**config.mk**
```make
export PLATFORM = sky130hd
export DESIGN_NAME = stc_ctrl
export DESIGN_NICKNAME = d
export VERILOG_FILES = /design/src/rtl/stc_pkg.sv /design/src/rtl/stc_ctrl.sv
export SDC_FILE = /design/constraint.sdc
export NUM_CORES = 1
export LEC_CHECK = 0
export BUFFER_PORTS_ARGS = -buffer_cell sky130_fd_sc_hd__buf_2
export CAP_MARGIN = 10
export CELL_PAD_IN_SITES_DETAIL_PLACEMENT = 0
export CELL_PAD_IN_SITES_GLOBAL_PLACEMENT = 1
export CORE_AREA = 8 8 45 47
export DETAILED_ROUTE_END_ITERATION = 8
export DIE_AREA = 0 0 53 55
export PLACE_DENSITY = 0.41
export SETUP_SLACK_MARGIN = 0.1
export SYNTH_ARGS = -nofsm -noshare
export SYNTH_HDL_FRONTEND = slang
export SYNTH_SLANG_ARGS = --single-unit
export TNS_END_PERCENT = 20
```
**constraint.sdc**
```tcl
create_clock -name clk -period 1.1 [get_ports clk]
set_input_delay 0.055 -clock clk [delete_from_list [all_inputs] [get_ports clk]]
set_output_delay 0.055 -clock clk [all_outputs]
set_load 0.01 [all_outputs]
```
**src/rtl/stc_pkg.sv**
```systemverilog
// shared types, constants and the quarter-wave sine table for the tone generator
package stc_pkg;

  localparam int unsigned MAX_CHUNK       = 64;
  localparam int unsigned CNT_W           = $clog2(MAX_CHUNK + 1);
  localparam int unsigned SINE_TABLE_BITS = 10;
  localparam int unsigned QTAB_SIZE       = (1 << SINE_TABLE_BITS) + 1;
  localparam int unsigned QA_W            = SINE_TABLE_BITS + 1;
  localparam int unsigned MAG_W           = 15;
  localparam logic [63:0] PI_HALF_Q30     = 64'd1686629713;

  localparam int unsigned CFG_IDX_W = 8;
  localparam logic [CFG_IDX_W-1:0] REG_PHASE_INC    = CFG_IDX_W'(0);
  localparam logic [CFG_IDX_W-1:0] REG_START_PHASE  = CFG_IDX_W'(1);
  localparam logic [CFG_IDX_W-1:0] REG_STREAM_LEN   = CFG_IDX_W'(2);
  localparam logic [CFG_IDX_W-1:0] REG_CHUNK_LEN    = CFG_IDX_W'(3);

  typedef enum logic [1:0] {
    ST_IDLE,
    ST_RUN,
    ST_EMPTY
  } stc_state_t;

  typedef struct packed {
    logic start;
    logic issue;
    logic issue_empty;
  } stc_cmd_t;

  typedef struct packed {
    logic rem_zero;
    logic cnt_last;
    logic advance;
  } stc_sts_t;

  typedef logic [MAG_W-1:0] qw_tab_t [QTAB_SIZE];

  // shift and subtract long division, only used while the table is built
  function automatic logic [63:0] udiv64(logic [63:0] num, logic [63:0] den);
    logic [63:0] q;
    logic [63:0] r;
    q = '0;
    r = '0;
    for (int b = 63; b >= 0; b--) begin
      r = {r[62:0], num[b]};
      if (r >= den) begin
        r    = r - den;
        q[b] = 1'b1;
      end
    end
    return q;
  endfunction

  // Q30 taylor sum through x^13, scaled to Q15 with half-up rounding
  function automatic qw_tab_t build_qw();
    qw_tab_t            t;
    logic        [63:0] x;
    logic        [63:0] x2;
    logic        [63:0] term;
    logic        [63:0] d;
    logic        [63:0] v;
    logic signed [63:0] sum;
    for (int k = 0; k < QTAB_SIZE; k++) begin
      x    = (PI_HALF_Q30 * 64'(k)) >> SINE_TABLE_BITS;
      x2   = (x * x) >> 30;
      term = x;
      sum  = signed'(x);
      for (int n = 1; n <= 6; n++) begin
        d    = 64'((2 * n) * (2 * n + 1));
        term = udiv64((term * x2) >> 30, d);
        if ((n & 1) == 1) sum = sum - signed'(term);
        else              sum = sum + signed'(term);
      end
      if (sum < 0) sum = '0;
      v = (64'(sum) * 64'd32767 + (64'd1 << 29)) >> 30;
      if (v > 64'd32767) v = 64'd32767;
      t[k] = v[MAG_W-1:0];
    end
    return t;
  endfunction

endpackage

```
**src/rtl/stc_ctrl.sv**
```systemverilog
// chunk sequencer: accepts requests and paces sample issue
module stc_ctrl (
  input  logic              clk,
  input  logic              rst_n,
  input  logic              in_valid,
  output logic              in_stall,
  input  logic              in_chunk_request,
  input  stc_pkg::stc_sts_t sts,
  output stc_pkg::stc_cmd_t cmd
);
  import stc_pkg::*;

  stc_state_t state_r, state_nxt;

  always_ff @(posedge clk) begin
    if (!rst_n) begin
      state_r <= ST_IDLE;
    end else begin
      state_r <= state_nxt;
    end
  end

  always_comb begin
    state_nxt = state_r;
    cmd       = '0;
    in_stall  = 1'b1;
    unique case (state_r)
      ST_IDLE: begin
        in_stall = 1'b0;
        // a request word with the bit clear is taken and dropped
        if (in_valid && in_chunk_request) begin
          cmd.start = 1'b1;
          state_nxt = sts.rem_zero ? ST_EMPTY : ST_RUN;
        end
      end
      ST_RUN: begin
        cmd.issue = sts.advance;
        if (sts.advance && sts.cnt_last) state_nxt = ST_IDLE;
      end
      ST_EMPTY: begin
        cmd.issue_empty = sts.advance;
        if (sts.advance) state_nxt = ST_IDLE;
      end
      default: state_nxt = ST_IDLE;
    endcase
  end

endmodule

```
==> results.sh <==
export IMPL_max_freq_mhz=941
export IMPL_status="finished, final reports clean"
export IMPL_cts_inserted_buffers=3
export IMPL_place_hpwl_um=376
export IMPL_clock_path_buffers=2
export IMPL_crit_arrival_ns=1.01
export IMPL_postSynthCellCount=16
export IMPL_ys_ff_latch=2
export IMPL_endpoint_kind="output port"
export IMPL_cts_tree="done"
export IMPL_reg_top3="state_r x2"
export IMPL_path_buf_inv=1
export IMPL_worst_r2r_path_depth=2
export IMPL_dieArea_mm2=0.00292
export IMPL_cp_cell_sequence="or2_1 > nor2_1 > buf_2"
export IMPL_cts_htree_levels=1
export IMPL_synth_largest_area_cell="dfxtp_1"
export IMPL_synthToLayoutAreaGrowth_pct=82.0
export IMPL_die_h_um=55
export IMPL_rr_endpoint="state_r[0]"
export IMPL_top_register="state_r"
export IMPL_ir_drop_uv=444
export IMPL_max_cap_violations=0
export IMPL_slew_viol_final=0
export IMPL_io_pin_count=11
export IMPL_ys_types=12
export IMPL_cpPeakStageDelay_ns=0.33
export IMPL_start_util_pct=9.04
export IMPL_row_count=14
export IMPL_setup_viol=0
export IMPL_drc=0
export IMPL_crit_slowest_cell="dfxtp_2"
export IMPL_synth_fp_nets=23
export IMPL_rr_startpoint="state_r[0]"
export IMPL_drive_above_1_share_pct=55.2
export IMPL_via_per_inst=3.31
export IMPL_clkLatencyLatePin_ns=0.22
export IMPL_cts_sinks=2
export IMPL_grt_max_degree=7
export IMPL_core_mm2=0.00138
export IMPL_min_from="rst_n"
export IMPL_min_period_ns=1.06
export IMPL_fin_util_pct=16.5
export IMPL_largest_reg_flops=2
export IMPL_total_power_mw=0.285
export IMPL_final_setup_tns_ns=0
export IMPL_setup_ws_ns=0.0373
export IMPL_antenna_found_initial=0
export IMPL_worstPathRequired_ns=1.04
export IMPL_place_ws_ns=0.234
export IMPL_vias=149
export IMPL_path_max_fanout=5
export IMPL_fin_crit_sh_pct=96.6
export IMPL_min_to="state_r[0]"
export IMPL_cts_hold_buffers=0
export IMPL_avgSynthCellArea_um2=7.82
export IMPL_power_leakage_nw=0.120
export IMPL_hold_worst_slack_ns=0.0829
export IMPL_ys_seq_area_share_pct=32.0
export IMPL_tightest_slew_ns=0.252
export IMPL_overflow=0
export IMPL_grt_pass1_vias=165
export IMPL_fp_dieW_um=53
export IMPL_fin_skew_ns=0.00106
export IMPL_cts_root_buf="clkbuf_4"
export IMPL_hold_path_class="in -> reg"
export IMPL_ant_nets=0
export IMPL_dr_pass1_iters=3
export IMPL_path_class="reg -> out"
export IMPL_clkTransAtPathRegs_ns=0.03
export IMPL_slew_limit_headroom_pct=82.9
export IMPL_netlist_area_leader_share_pct=32.0
export IMPL_finalHoldViolCount=0
export IMPL_rrSetupSlack_ns=0.22
export IMPL_io_buffers=10
export IMPL_yosys_warnings=0
export IMPL_gp_congestion=0.681
export IMPL_drt_total_wl_um=473
export IMPL_synth_area_leaders="dfxtp_1 32%, nand2b_1 10%, nor4bb_1 8.0%, o211a_1 8.0%, nand4b_1 7.0%"
export IMPL_wl_per_cell_um=10.5
export IMPL_initialDrtViolationCount=2
export IMPL_start_kind="flop"
export IMPL_grt_pass1_wl_um=683
export IMPL_rsz0062_at_grt="yes"
export IMPL_whs_path_depth=2
export IMPL_path_delay_family="flip-flops"
export IMPL_track_usage_pct=3.60
export IMPL_synth_area_um2=125
export IMPL_final_nets=38
export IMPL_n_antenna_cell=0
export IMPL_power_density_mw_per_mm2=1250
## synth_stat cells
cell type and instances:
nand2b_1 2, nand2_1 2, or2_1 1, nor4bb_1 1, and3_1 1, nand4b_1 1, o211a_1 1, dfxtp_1 2
inv_1 1, a21boi_0 1, a21oi_1 1, nor2_1 2
## layout make-up
| class | count | area [um^2] |
|---|---|---|
| multi-input combinational | 13 | 86.3 |
| tap | 16 | 20.0 |
| clock buffer | 3 | 22.5 |
| inverter | 1 | 3.75 |
| sequential | 2 | 42.5 |
| fill | 162 | 1160 |
| timing repair buffer | 10 | 52.6 |
## through the flow
stage / instance area [um^2] / instances
after floorplan: 125 / 16
after global placement: 195 / 42
after detailed placement: 195 / 42
after CTS: 220 / 45
after global routing: 228 / 45
final: 228 / 45
## worst register-to-register path, stage by stage (launching register included)
cell and delay (ns):
dfxtp_2 0.33, nor4bb_1 0.29, o211a_1 0.19
## layout by cell type, fill, tap and decap left out
master    netlist  final
o211a_1         1      1
clkbuf_4        0      3
nand2b_1        2      2
nand2_1         2      2
nor2_1          2      2
a21oi_1         1      1
nand4b_1        1      1
and3_4          0      1
buf_2           0      9
buf_4           0      1
dfxtp_2         0      2
or2_1           1      1
nor4bb_1        1      1
a21boi_0        1      1
inv_1           1      1
## worst max path at each step
stage,slack [ns],cells past startpoint,start,to
2_1_floorplan,0.26,2,state_r[0],cmd[2]
3_3_place_gp,0.25,3,state_r[0],cmd[2]
3_5_place_dp,0.23,3,state_r[0],cmd[2]
4_1_cts,0.02,3,state_r[1],cmd[2]
5_1_grt,-0.004,3,state_r[1],cmd[2]
6_report,0.04,3,state_r[1],cmd[2]
## timing repair
item / in CTS / in global routing
endpoints found under the setup margin: 3 / 3
resized for setup: 2 / 2
pin swaps: 2 / 0
buffers inserted: 0 / 0
## kinds of logic (layout without fill, tap and decap cells)
family / Yosys count / in the layout / share of synthesized area, %
simple gates: 10 / 10 / 47.0
compound gates: 3 / 3 / 18.0
flops: 2 / 2 / 32.0
buf+inv: 1 / 14 / 3.00
## where the power goes
part | switching (mW) | total, mW | internal, mW
sequential | 0.00380 | 0.0807 | 0.0769
clock | 0.0421 | 0.162 | 0.120
combinational | 0.0192 | 0.0420 | 0.0228
## layer usage
metal	routed length, um	GRT usage (%)
met1	232	3.93
met2	142	3.13
met3	98	3.21
met4	0	5.17
met5	0	0
Power figures use the tool's default switching activity.
